**src/rtl/pcf_pkg.sv**
```systemverilog
// ----------------------------------------------------------------------------
// pcf_pkg
// Shared types, codes and the CRC-32 byte step for the chunk framer.
// ----------------------------------------------------------------------------
`default_nettype none

package pcf_pkg;

    localparam int unsigned LEN_W  = 31;
    localparam int unsigned TYPE_W = 32;
    localparam int unsigned BYTE_W = 8;
    localparam int unsigned CRC_W  = 32;
    localparam int unsigned ST_W   = 2;
    localparam int unsigned STEP_W = 4;

    localparam logic [CRC_W-1:0] CRC_POLY     = 32'hEDB8_8320;
    localparam logic [CRC_W-1:0] CRC_ALL_ONES = 32'hFFFF_FFFF;

    // item kinds
    localparam logic KIND_START   = 1'b0;
    localparam logic KIND_PAYLOAD = 1'b1;

    // result status codes
    localparam logic [ST_W-1:0] ST_OK        = 2'd0;
    localparam logic [ST_W-1:0] ST_NO_CHUNK  = 2'd1;
    localparam logic [ST_W-1:0] ST_ABANDONED = 2'd2;

    // sequencer step groups, upper two bits of the step number
    localparam logic [1:0] GRP_LEN     = 2'd0;
    localparam logic [1:0] GRP_TYPE    = 2'd1;
    localparam logic [1:0] GRP_PAYLOAD = 2'd2;
    localparam logic [1:0] GRP_CRC     = 2'd3;

    // first step of each group, lower bits give the byte index (msb first)
    localparam logic [STEP_W-1:0] STEP_LEN0    = {GRP_LEN, 2'd0};
    localparam logic [STEP_W-1:0] STEP_PAYLOAD = {GRP_PAYLOAD, 2'd0};
    localparam logic [STEP_W-1:0] STEP_CRC0    = {GRP_CRC, 2'd0};
    localparam logic [1:0]        IDX_LAST     = 2'd3;

    typedef struct packed {
        logic              kind;
        logic [LEN_W-1:0]  chunk_length;
        logic [TYPE_W-1:0] chunk_type;
        logic [BYTE_W-1:0] payload_byte;
    } item_t;

    typedef struct packed {
        logic [BYTE_W-1:0] out_byte;
        logic              end_of_chunk;
        logic [ST_W-1:0]   status;
    } result_t;

    // one byte of a 32-bit word, index 0 is the most significant byte
    function automatic logic [BYTE_W-1:0] pick_byte(input logic [31:0] w,
                                                    input logic [1:0]  idx);
        logic [BYTE_W-1:0] b;
        case (idx)
            2'd0:    b = w[31:24];
            2'd1:    b = w[23:16];
            2'd2:    b = w[15:8];
            default: b = w[7:0];
        endcase
        return b;
    endfunction

    // reflected crc-32 update over one byte
    function automatic logic [CRC_W-1:0] crc32_byte(input logic [CRC_W-1:0]  crc,
                                                    input logic [BYTE_W-1:0] b);
        logic [CRC_W-1:0] c;
        c = crc ^ {{(CRC_W-BYTE_W){1'b0}}, b};
        for (int k = 0; k < 8; k++) begin
            c = c[0] ? (CRC_POLY ^ (c >> 1)) : (c >> 1);
        end
        return c;
    endfunction

endpackage

`default_nettype wire

```
**src/rtl/pcf_item_if.sv**
```systemverilog
// ----------------------------------------------------------------------------
// pcf_item_if
// Input channel of the chunk framer: chunk starts and payload bytes.
// ----------------------------------------------------------------------------
`default_nettype none

interface pcf_item_if;

    logic                        valid;
    logic                        ready;
    logic                        kind;
    logic [pcf_pkg::LEN_W-1:0]   chunk_length;
    logic [pcf_pkg::TYPE_W-1:0]  chunk_type;
    logic [pcf_pkg::BYTE_W-1:0]  payload_byte;

    modport source (
        output valid, kind, chunk_length, chunk_type, payload_byte,
        input  ready
    );

    modport sink (
        input  valid, kind, chunk_length, chunk_type, payload_byte,
        output ready
    );

endinterface

`default_nettype wire

```
**src/rtl/pcf_result_if.sv**
```systemverilog
// ----------------------------------------------------------------------------
// pcf_result_if
// Output channel of the chunk framer: one byte of the chunk stream each.
// ----------------------------------------------------------------------------
`default_nettype none

interface pcf_result_if;

    logic                        valid;
    logic                        ready;
    logic [pcf_pkg::BYTE_W-1:0]  out_byte;
    logic                        end_of_chunk;
    logic [pcf_pkg::ST_W-1:0]    status;

    modport source (
        output valid, out_byte, end_of_chunk, status,
        input  ready
    );

    modport sink (
        input  valid, out_byte, end_of_chunk, status,
        output ready
    );

endinterface

`default_nettype wire

```
**src/rtl/png_chunk_framer_crc32.sv**
```systemverilog
// ----------------------------------------------------------------------------
// png_chunk_framer_crc32
// Frames png chunks as a byte stream with a reflected crc-32 trailer.
// ----------------------------------------------------------------------------
//  channel   dir   payload                                            bytes/item
//  items     in    kind, chunk_length, chunk_type, payload_byte       -
//  results   out   out_byte, end_of_chunk, status                     1 to 12
//
//  one result byte leaves the sequencer per cycle while the output register
//  can load; an item has 8 or 12 result bytes for a start, 1 or 5 for a
//  payload byte, so without output stalls payload streams at one byte per cycle.
//  the output register port sets the rate; a stalled output freezes the
//  sequencer, and the input register then holds its item and stalls the input
//  until the last byte of that item moves on.
//  reset clears the chunk state (crc all ones, nothing open) at once.
// ----------------------------------------------------------------------------
`default_nettype none

module png_chunk_framer_crc32 (
    input  wire logic      clk,
    input  wire logic      rst_n,
    pcf_item_if.sink       items,
    pcf_result_if.source   results
);

    logic             item_valid;
    pcf_pkg::item_t   item;
    logic             item_done;
    logic             res_valid;
    pcf_pkg::result_t res;
    logic             load;

    // input register
    pcf_in_reg u_in_reg (
        .clk        (clk),
        .rst_n      (rst_n),
        .items      (items),
        .item_done  (item_done),
        .item_valid (item_valid),
        .item       (item)
    );

    // byte sequencer and crc state
    pcf_seq u_seq (
        .clk        (clk),
        .rst_n      (rst_n),
        .item_valid (item_valid),
        .item       (item),
        .load       (load),
        .res_valid  (res_valid),
        .res        (res),
        .item_done  (item_done)
    );

    // output register
    pcf_out_reg u_out_reg (
        .clk        (clk),
        .rst_n      (rst_n),
        .res_valid  (res_valid),
        .res        (res),
        .load       (load),
        .results    (results)
    );

endmodule

`default_nettype wire

```
**src/rtl/pcf_in_reg.sv**
```systemverilog
// ----------------------------------------------------------------------------
// pcf_in_reg
// Input register; holds one item until the sequencer has emitted all of it.
// ----------------------------------------------------------------------------
`default_nettype none

module pcf_in_reg (
    input  wire logic            clk,
    input  wire logic            rst_n,
    pcf_item_if.sink             items,
    input  wire logic            item_done,
    output logic                 item_valid,
    output pcf_pkg::item_t       item
);

    logic           valid_reg;
    logic           valid_next;
    pcf_pkg::item_t item_reg;
    logic           take;

    // free slot, or the held item leaves in this cycle
    assign items.ready = !valid_reg || item_done;
    assign take        = items.valid && items.ready;

    always_comb
    begin
        valid_next = valid_reg;
        if (take)
        begin
            valid_next = 1'b1;
        end
        else if (item_done)
        begin
            valid_next = 1'b0;
        end
    end

    always_ff @(posedge clk or negedge rst_n)
    begin
        if (!rst_n)
        begin
            valid_reg <= 1'b0;
        end
        else
        begin
            valid_reg <= valid_next;
        end
    end

    // payload capture
    always_ff @(posedge clk)
    begin
        if (take)
        begin
            item_reg.kind         <= items.kind;
            item_reg.chunk_length <= items.chunk_length;
            item_reg.chunk_type   <= items.chunk_type;
            item_reg.payload_byte <= items.payload_byte;
        end
    end

    assign item_valid = valid_reg;
    assign item       = item_reg;

endmodule

`default_nettype wire

```
**src/rtl/pcf_seq.sv**
```systemverilog
// ----------------------------------------------------------------------------
// pcf_seq
// Byte sequencer: steps through header, payload and crc bytes of the held
// item, one byte per load, and keeps the chunk state.
// ----------------------------------------------------------------------------
`default_nettype none

module pcf_seq (
    input  wire logic            clk,
    input  wire logic            rst_n,
    input  wire logic            item_valid,
    input  wire pcf_pkg::item_t  item,
    input  wire logic            load,
    output logic                 res_valid,
    output pcf_pkg::result_t     res,
    output logic                 item_done
);

    logic                          busy_reg;
    logic                          busy_next;
    logic [pcf_pkg::STEP_W-1:0]    step_reg;
    logic [pcf_pkg::STEP_W-1:0]    step_next;
    logic [pcf_pkg::CRC_W-1:0]     crc_reg;
    logic [pcf_pkg::CRC_W-1:0]     crc_next;
    logic [pcf_pkg::LEN_W-1:0]     left_reg;
    logic [pcf_pkg::LEN_W-1:0]     left_next;
    logic                          open_reg;
    logic                          open_next;
    logic [pcf_pkg::ST_W-1:0]      st_reg;

    logic [pcf_pkg::STEP_W-1:0]    cur_step;
    logic [1:0]                    idx;
    logic [pcf_pkg::ST_W-1:0]      st_cur;
    logic [pcf_pkg::CRC_W-1:0]     crc_out;
    logic                          last;
    logic                          fire;
    logic [pcf_pkg::BYTE_W-1:0]    byte_cur;
    logic                          eoc_cur;

    // current step: a new item starts at its first step
    always_comb
    begin
        if (busy_reg)
        begin
            cur_step = step_reg;
        end
        else if (item.kind == pcf_pkg::KIND_PAYLOAD)
        begin
            cur_step = pcf_pkg::STEP_PAYLOAD;
        end
        else
        begin
            cur_step = pcf_pkg::STEP_LEN0;
        end
    end

    assign idx     = cur_step[1:0];
    assign crc_out = crc_reg ^ pcf_pkg::CRC_ALL_ONES;

    // status is fixed on the first step of an item and held after that
    always_comb
    begin
        if (busy_reg)
        begin
            st_cur = st_reg;
        end
        else if (item.kind == pcf_pkg::KIND_START)
        begin
            st_cur = open_reg ? pcf_pkg::ST_ABANDONED : pcf_pkg::ST_OK;
        end
        else
        begin
            st_cur = open_reg ? pcf_pkg::ST_OK : pcf_pkg::ST_NO_CHUNK;
        end
    end

    // byte selection and chunk state update per step
    always_comb
    begin
        byte_cur  = '0;
        eoc_cur   = 1'b0;
        last      = 1'b0;
        step_next = cur_step + pcf_pkg::STEP_W'(1);
        crc_next  = crc_reg;
        left_next = left_reg;
        open_next = open_reg;
        unique case (cur_step[3:2])
            pcf_pkg::GRP_LEN:
            begin
                byte_cur = pcf_pkg::pick_byte({1'b0, item.chunk_length}, idx);
                if (idx == 2'd0)
                begin
                    crc_next  = pcf_pkg::CRC_ALL_ONES;
                    left_next = item.chunk_length;
                    open_next = 1'b1;
                end
            end
            pcf_pkg::GRP_TYPE:
            begin
                byte_cur = pcf_pkg::pick_byte(item.chunk_type, idx);
                crc_next = pcf_pkg::crc32_byte(crc_reg, byte_cur);
                if (idx == pcf_pkg::IDX_LAST)
                begin
                    if (left_reg == '0)
                    begin
                        step_next = pcf_pkg::STEP_CRC0;
                    end
                    else
                    begin
                        last = 1'b1;
                    end
                end
            end
            pcf_pkg::GRP_PAYLOAD:
            begin
                if (!open_reg)
                begin
                    eoc_cur = 1'b1;
                    last    = 1'b1;
                end
                else
                begin
                    byte_cur  = item.payload_byte;
                    crc_next  = pcf_pkg::crc32_byte(crc_reg, item.payload_byte);
                    left_next = left_reg - pcf_pkg::LEN_W'(1);
                    if (left_reg == pcf_pkg::LEN_W'(1))
                    begin
                        step_next = pcf_pkg::STEP_CRC0;
                    end
                    else
                    begin
                        last = 1'b1;
                    end
                end
            end
            pcf_pkg::GRP_CRC:
            begin
                byte_cur = pcf_pkg::pick_byte(crc_out, idx);
                if (idx == pcf_pkg::IDX_LAST)
                begin
                    eoc_cur   = 1'b1;
                    last      = 1'b1;
                    crc_next  = pcf_pkg::CRC_ALL_ONES;
                    left_next = '0;
                    open_next = 1'b0;
                end
            end
            default:
            begin
                last = 1'b1;
            end
        endcase
    end

    assign fire      = item_valid && load;
    assign busy_next = !last;
    assign item_done = fire && last;

    // chunk state and step counter
    always_ff @(posedge clk or negedge rst_n)
    begin
        if (!rst_n)
        begin
            busy_reg <= 1'b0;
            step_reg <= pcf_pkg::STEP_LEN0;
            crc_reg  <= pcf_pkg::CRC_ALL_ONES;
            left_reg <= '0;
            open_reg <= 1'b0;
            st_reg   <= pcf_pkg::ST_OK;
        end
        else if (fire)
        begin
            busy_reg <= busy_next;
            step_reg <= step_next;
            crc_reg  <= crc_next;
            left_reg <= left_next;
            open_reg <= open_next;
            st_reg   <= st_cur;
        end
    end

    assign res_valid        = item_valid;
    assign res.out_byte     = byte_cur;
    assign res.end_of_chunk = eoc_cur;
    assign res.status       = st_cur;

endmodule

`default_nettype wire

```
**src/rtl/pcf_out_reg.sv**
```systemverilog
// ----------------------------------------------------------------------------
// pcf_out_reg
// Output register; holds one result byte until the sink takes it.
// ----------------------------------------------------------------------------
`default_nettype none

module pcf_out_reg (
    input  wire logic              clk,
    input  wire logic              rst_n,
    input  wire logic              res_valid,
    input  wire pcf_pkg::result_t  res,
    output logic                   load,
    pcf_result_if.source           results
);

    logic             valid_reg;
    pcf_pkg::result_t res_reg;

    // empty, or the held byte leaves in this cycle
    assign load = !valid_reg || results.ready;

    always_ff @(posedge clk or negedge rst_n)
    begin
        if (!rst_n)
        begin
            valid_reg <= 1'b0;
        end
        else if (load)
        begin
            valid_reg <= res_valid;
        end
    end

    // payload capture
    always_ff @(posedge clk)
    begin
        if (load && res_valid)
        begin
            res_reg <= res;
        end
    end

    assign results.valid        = valid_reg;
    assign results.out_byte     = res_reg.out_byte;
    assign results.end_of_chunk = res_reg.end_of_chunk;
    assign results.status       = res_reg.status;

endmodule

`default_nettype wire

```
**src/flat_wrapper.sv**
```systemverilog
// flat-port wrapper written by rule: the top's interface ports become plain ports
module png_chunk_framer_crc32_flat 
  (clk, rst_n, items_valid, items_kind, items_chunk_length, items_chunk_type, items_payload_byte, items_ready, results_valid, results_out_byte, results_end_of_chunk, results_status, results_ready);
  pcf_item_if items_i ();
  pcf_result_if results_i ();
  input  wire logic clk;
  input  wire logic rst_n;
  input wire logic [$bits(items_i.valid)-1:0] items_valid;
  input wire logic [$bits(items_i.kind)-1:0] items_kind;
  input wire logic [$bits(items_i.chunk_length)-1:0] items_chunk_length;
  input wire logic [$bits(items_i.chunk_type)-1:0] items_chunk_type;
  input wire logic [$bits(items_i.payload_byte)-1:0] items_payload_byte;
  output wire logic [$bits(items_i.ready)-1:0] items_ready;
  output wire logic [$bits(results_i.valid)-1:0] results_valid;
  output wire logic [$bits(results_i.out_byte)-1:0] results_out_byte;
  output wire logic [$bits(results_i.end_of_chunk)-1:0] results_end_of_chunk;
  output wire logic [$bits(results_i.status)-1:0] results_status;
  input wire logic [$bits(results_i.ready)-1:0] results_ready;
  assign items_i.valid = items_valid;
  assign items_i.kind = items_kind;
  assign items_i.chunk_length = items_chunk_length;
  assign items_i.chunk_type = items_chunk_type;
  assign items_i.payload_byte = items_payload_byte;
  assign items_ready = items_i.ready;
  assign results_valid = results_i.valid;
  assign results_out_byte = results_i.out_byte;
  assign results_end_of_chunk = results_i.end_of_chunk;
  assign results_status = results_i.status;
  assign results_i.ready = results_ready;
  png_chunk_framer_crc32 u_core (.clk(clk), .rst_n(rst_n), .items(items_i), .results(results_i));
endmodule
```
**config.mk**
```make
export PLATFORM = sky130hd
export DESIGN_NAME = png_chunk_framer_crc32_flat
export DESIGN_NICKNAME = d
export VERILOG_FILES = /design/src/rtl/pcf_pkg.sv /design/src/rtl/pcf_item_if.sv /design/src/rtl/pcf_result_if.sv /design/src/rtl/png_chunk_framer_crc32.sv /design/src/rtl/pcf_in_reg.sv /design/src/rtl/pcf_seq.sv /design/src/rtl/pcf_out_reg.sv /design/src/flat_wrapper.sv
export SDC_FILE = /design/constraint.sdc
export NUM_CORES = 1
export LEC_CHECK = 0
export BUFFER_PORTS_ARGS = -buffer_cell sky130_fd_sc_hd__buf_2
export CAP_MARGIN = 5
export CORE_MARGIN = 5
export CORE_UTILIZATION = 45
export DETAILED_ROUTE_END_ITERATION = 10
export HOLD_SLACK_MARGIN = 0.06
export PLACE_DENSITY = 0.67
export SLEW_MARGIN = 20
export SYNTH_ARGS = -nofsm -noshare
export SYNTH_HDL_FRONTEND = slang
export SYNTH_SLANG_ARGS = --single-unit
```
**constraint.sdc**
```tcl
create_clock -name clk -period 6 [get_ports clk]
set_input_delay 1.8 -clock clk [delete_from_list [all_inputs] [get_ports clk]]
set_output_delay 1.8 -clock clk [all_outputs]
set_load 0.02 [all_outputs]
```
* Word level (Yosys, flattened, before mapping)
Cells that the tools add are included.
** Word-level totals
- Word-level logic and storage cells :: 117
- Output and inout port bits :: 13
- Flip-flop bits (word level) :: 156
** Cells by class
- Bitwise operators :: 19
- Reduce and logical (&&, ||, !) cells :: 17
- Eq/ne operators :: 10
- Multiplexer cells :: 54
- Add/sub/neg operators :: 2
** Operator list (count)
- $mux W32 :: 19
- $not A13 Y14 :: 16
- $pmux W32 S4 :: 1
- $mux W31 :: 3
- $pmux W31 S3 :: 1
- $pmux W8 S3 :: 3
- $xor A32 B8 Y32 :: 2
- $not A32 Y32 :: 1
- $pmux W8 S4 :: 1
- $eq A31 B1 Y1 const B :: 1
- $logic_not A31 Y1 :: 1
- $sub A31 B1 Y31 const B :: 1
- $mux W4 :: 6
- $mux W8 :: 2
- $mux W1 :: 11
- $eq A2 B2 Y1 const B :: 4
- $pmux W4 S2 :: 1
- $reduce_and A4 Y1 :: 2
- $mux W2 :: 3
- $ne A2 B2 Y1 const B :: 3
- $reduce_and A5 Y1 :: 1
- $add A4 B1 Y4 const B :: 1
- $eq A2 B1 Y1 const B :: 2
- $logic_not A2 Y1 :: 2
- 7 further kinds :: 14

* Depth between registers and ports, before layout
- Word-level depth :: 23
- Depth in mapped cells :: 14
- Mapped depth without buffers :: 11

* Modules after synthesis
From an unflattened synthesis, not the netlist that was laid out.
** Second synthesis, totals
- Cells, all modules :: 822
- Area total of the unflattened synthesis :: 9028.7 um^2
** By module, submodules not included
- pcf_seq :: cells an instance 731, area an instance 6428.7 um^2, instances 1
- pcf_in_reg :: cells an instance 76, area an instance 2215.9 um^2, instances 1
- pcf_out_reg :: cells an instance 15, area an instance 384.1 um^2, instances 1

* Worst setup path after synthesis
Ideal clock, no wire load.
- Path type :: input to register
- Start :: input results_ready
- End :: register u_core.u_in_reg.item_reg (netlist bit u_core.u_in_reg.item[0]) (enable)
- Library setup time :: 0.511 ns
- Path slack :: -0.253 ns
- Arrival time :: 5.741 ns
- Stages on the path :: 5
- Path buffers :: 1
- Cell sequence :: nand2b_1 -> nand2_1 -> clkbuf_1 -> o31a_2 -> nor2b_1
** On the way
- Word-level cells in the longest chain between the ends :: 5
** RTL lines
- start, declared :: line flat_wrapper.sv:18 : input wire logic [$bits(results_i.ready)-1:0] results_ready;
- $logic_or A1 B1 Y1 :: line pcf_out_reg.sv:20 : assign load = !valid_reg || results.ready;
- $logic_and A1 B1 Y1 :: line pcf_seq.sv:155 : assign fire = item_valid && load;
- $logic_and A1 B1 Y1 :: line pcf_seq.sv:157 : assign item_done = fire && last;
- $logic_or A1 B1 Y1 :: line pcf_in_reg.sv:22 : assign items.ready = !valid_reg || item_done;
- $logic_and A1 B1 Y1 :: line pcf_in_reg.sv:23 : assign take = items.valid && items.ready;
- named net u_core.u_in_reg.take :: line pcf_in_reg.sv:19 : logic take;
- end, declared :: line pcf_in_reg.sv:18 : pcf_pkg::item_t item_reg;
The timed path passes the listed nets, and every way through them passes these cells.
A chain may end at the register's enable or synchronous reset.

* Worst setup path after layout
- Start :: register u_core.u_seq.left_reg[13] (netlist name)
- End :: output items_ready
** On the way
- Word-level cells in the longest chain between the ends :: 6
- Elaborated cells on any way between the ends :: 9
- Those cells by class :: eq/ne (1); mux (5); reduce/logical (3)
** RTL lines
- start, declared :: line pcf_seq.sv:25 : logic [pcf_pkg::LEN_W-1:0] left_reg;
- start signal, assigned :: line pcf_seq.sv:176 : left_reg <= left_next;
- $eq A31 B1 Y1 or $logic_not A31 Y1 (tied branches) :: line pcf_seq.sv:126, pcf_seq.sv:104
- $mux W1 (on tied branches) :: line pcf_seq.sv:126, pcf_seq.sv:104
- $mux W1 (on tied branches) :: line pcf_seq.sv:116, pcf_seq.sv:102
- $pmux W1 S3 * :: line pcf_seq.sv:87 : unique case (cur_step[3:2])
- $logic_and A1 B1 Y1 * :: line pcf_seq.sv:157
- $logic_or A1 B1 Y1 * :: line pcf_in_reg.sv:22
- end, declared :: line flat_wrapper.sv:13 : output wire logic [$bits(items_i.ready)-1:0] items_ready;
Mark *: on every way between the ends. The rest lies on a longest branch, timed or not.

==> run_results.csv <==
group,metric,value,unit
clock_tree,post-cts-setup-buffer-count,0,
worst_setup_path,critPathKind,"reg2out",
timing,fin_tns_setup,0,ns
yosys,synthArstFlopShare,46.79,%
timing,finClkSkew,0.01037,ns
yosys,synth_top_family_by_area,"compound AO/OA/AOI/OAI gates",
status,status,"finished, final reports clean",
finish,largest_reg_flops,72,
timing,period_share,81.37,%
yosys,synth_compound_area_share,17.13,%
clock_tree,cts_hold_buf,0,
routing,viasPerCell,5.795,
finish,layout.nets,988,
clock_tree,clk_path_buf_depth,2,
floorplan,dieArea,0.02302,mm²
yosys,ys_ff_latch,156,
grt,grt_pass1_wl,37030,µm
hold_path,hold-path-cell-count,1,
grt,grt_pass1_vias,6576,
yosys,synth_warnings,0,
worst_setup_path,worstPathRequired,4.20,ns
worst_setup_path,crit_path_cell_trace,"or4_4, or4_4, nor4b_4, nand2_1, a21oi_1, o21a_1, o31a_2, inv_1, buf_2",
timing,rsz0062_at_grt,"false",
routing,num_vias,6827,
clock_tree,cts_tree,"yes",
yosys,synth_edf_count,83,
worst_setup_path,slowest_delay,0.56,ns
routing,ant_nets,0,
routing,wl,23110,µm
hold_path,min_path_type,"reg2reg",
worst_setup_path,crit_slowest_cell,"or4_4",
grt,grt_usage,20.86,%
worst_setup_path,r2r_cells,11,
finish,diodes,0,
yosys,synth-adder-area-share,1.661,%
yosys,ys_types,68,
worst_setup_path,critPathMaxFanout,4,
grt,antenna_found_initial,0,
timing,worst_slew_pin_slew,0.9267,ns
yosys,synthMuxAreaShare,0.8168,%
floorplan,rows,51,
yosys,ys.flop_type,"edfxtp_1",
yosys,seq_area_frac_synth,48.23,%
yosys,synth-simple-area-share,12.36,%
flow_run,max_cap_viol_count,0,
worst_setup_path,worst_setup_path_start_kind,"register",
clock_tree,cts_buffers,17,
routing,drc,0,
clock_tree,cts_resized,0,
yosys,synth_area,0.009037,mm²
timing,fin_crit,4.882,ns
timing,setup_viol,0,
routing,drtPass1Iterations,6,
grt,grt_start_max_net_pins,85,
worst_setup_path,cp-end-kind,"primary output",
placed_design,portBuffers,88,
timing,maxSlewHeadroom,38.09,%
routing,drt-initial-drc-count,633,
worst_setup_path,crit_top_cell,"or4_4",
timing,slew_viol_final,0,
floorplan,die_h,151.7,µm
clock_tree,cts_num_sinks,156,
placed_design,dpl.hpwl,16080,µm
yosys,synth-xor-area-share,16.27,%
finish,area_growth_syn_to_layout,13.86,%
yosys,avgSynthCellArea,10.91,µm²
worst_setup_path,worstPathArrival,3.08,ns
timing,max_freq,204.8,MHz
yosys,synth_nets,916,
timing,finalHoldViolations,0,
finish,nFillCells,1715,
floorplan,die_w,151.7,µm
routing,drt-wirelength-per-cell,19.61,µm
floorplan,start_util,46.13,%
floorplan,core-area,0.01959,mm²
clock_tree,htreeDepth,4,
clock_tree,clk_root_buffer_cell,"clkbuf_16",
clock_tree,clock_latency,0.43,ns
clock_tree,path_clk_slew,0.07,ns
finish,drive_above_1_share,23.22,%
yosys,synth_cells,828,
placed_design,gp_congestion,0.8873,
floorplan,io_pins,89,
grt,grt-ovfl-total,0,
==> cell type report <==
type,instances,area (µm²),share of cell area (%)
multi-input cells,606,4380,42.57
flip-flops and latches,156,4359,42.36
repair buffers,101,554.3,5.387
clock buffers,17,425.4,4.134
well taps,265,331.6,3.222
clock inverters,15,171.4,1.666
inverters,18,67.56,0.6566
==> cells in the mapped netlist, types with 3 or more instances <==
master / count / area share (%)
a211oi_1: 5 / 0.42
a21boi_0: 8 / 0.66
a21o_1: 7 / 0.58
a21oi_1: 29 / 1.6
a21oi_2: 5 / 0.48
a221o_1: 12 / 1.3
a221oi_1: 25 / 2.4
a222oi_1: 14 / 1.6
a22oi_1: 10 / 0.83
a32o_1: 4 / 0.44
a32oi_1: 7 / 0.68
and2_1: 4 / 0.28
and3_1: 14 / 0.97
buf_2: 3 / 0.17
buf_4: 3 / 0.25
clkbuf_1: 33 / 1.4
clkbuf_4: 3 / 0.25
clkbuf_8: 3 / 0.46
dfrtp_1: 41 / 11
dfstp_2: 32 / 9.3
edfxtp_1: 83 / 28
ha_1: 12 / 1.7
inv_1: 16 / 0.66
mux2_2: 3 / 0.37
mux2i_1: 4 / 0.44
nand2_1: 66 / 2.7
nand2b_1: 7 / 0.48
nand3_1: 7 / 0.39
nor2_1: 76 / 3.2
nor2b_1: 21 / 1.5
nor3_1: 14 / 0.78
nor4_1: 4 / 0.28
o21a_1: 7 / 0.58
o21ai_0: 46 / 2.5
o22ai_1: 10 / 0.69
o311ai_0: 4 / 0.39
o31a_1: 4 / 0.39
or3_1: 8 / 0.55
or4_1: 3 / 0.25
xnor2_1: 95 / 9.2
xnor2_2: 20 / 3.6
xor2_1: 20 / 1.9
==> cell usage in the layout (no fill, tap or decap), types with 11 or more instances in the layout <==
cell type  netlist  final
inv_1           16     16
dfstp_2         32     32
buf_4            3     11
clkbuf_16        0     17
xnor2_1         95     95
buf_2            3     88
dfrtp_1         41     41
nand2_1         66     66
nor3_1          14     13
xor2_1          20     20
ha_1            12     11
a21oi_1         29     29
o21ai_0         46     46
a221oi_1        25     25
and3_1          14     14
a221o_1         12     12
nor2b_1         21     20
edfxtp_1        83     83
nor2_1          76     76
xnor2_2         20     20
a222oi_1        14     14
==> through the flow <==
| stage | setup slack (ns) | cell area (µm²) | instances | hold slack, ns | util, % |
|---|---|---|---|---|---|
| final | 1.118 | 10290 | 1178 | 0.5035 | 52.53 |
| after global routing | 0.9559 | 10290 | 1178 | 0.5338 | 52.53 |
| after CTS | 1.101 | 10280 | 1177 | 0.5102 | 52.47 |
| after detailed placement | 1.309 | 9682 | 1145 | 0.4967 | 49.42 |
| after global placement | 1.293 | 9682 | 1145 | 0.4835 | 49.42 |
| after floorplan | 1.149 | 9040 | 828 | 0.4570 | - |
==> cell families (layout without fill, tap and decap cells) <==
kind of cell               Yosys count  in the layout
and+or+nand+nor                    234            234
AOI/OAI and AO/OA                  212            212
DFF                                156            156
xor gates and xnor gates           141            141
buffers and inverters               66            151
adders and majority gates           12             12
muxes                                7              7
==> metal layers <==
metal | vias up | GRT usage, % | share of wire [%]
li1 | 3180 | - | -
met1 | 3328 | 30.98 | 46
met2 | 290 | 30.91 | 45
met3 | 29 | 4.610 | 7.7
met4 | 0 | 5.660 | 1.9
met5 | - | 0 | 0
==> worst paths after layout <==
path | startpoint | end | slack, ns
setup / recovery | u_core.u_seq.left_reg[13] | items_ready | 1.12
hold / removal | u_core.u_in_reg.item_valid | u_core.u_out_reg.results.valid | 0.50
setup reg to reg | u_core.u_seq.busy_reg | u_core.u_seq.crc_reg[19] | 2.14
hold reg to reg | u_core.u_in_reg.item_valid | u_core.u_out_reg.results.valid | 0.50
max in group asynchronous | rst_n | u_core.u_seq.crc_reg[19] | 3.42
min in group asynchronous | rst_n | u_core.u_seq.left_reg[17] | 1.50
==> critical path, delay by kind of cell (launching register included) <==
family	cells	cell delay, ns
AO/OA/AOI/OAI	3	0.49
buffers and inverters	2	0.19
flip-flops	1	0.41
AND/OR/NAND/NOR	4	1.57
Power is left out: the tool's default activity adds up to more than one toggle a clock period on the data nets, which glitch-free logic cannot reach.
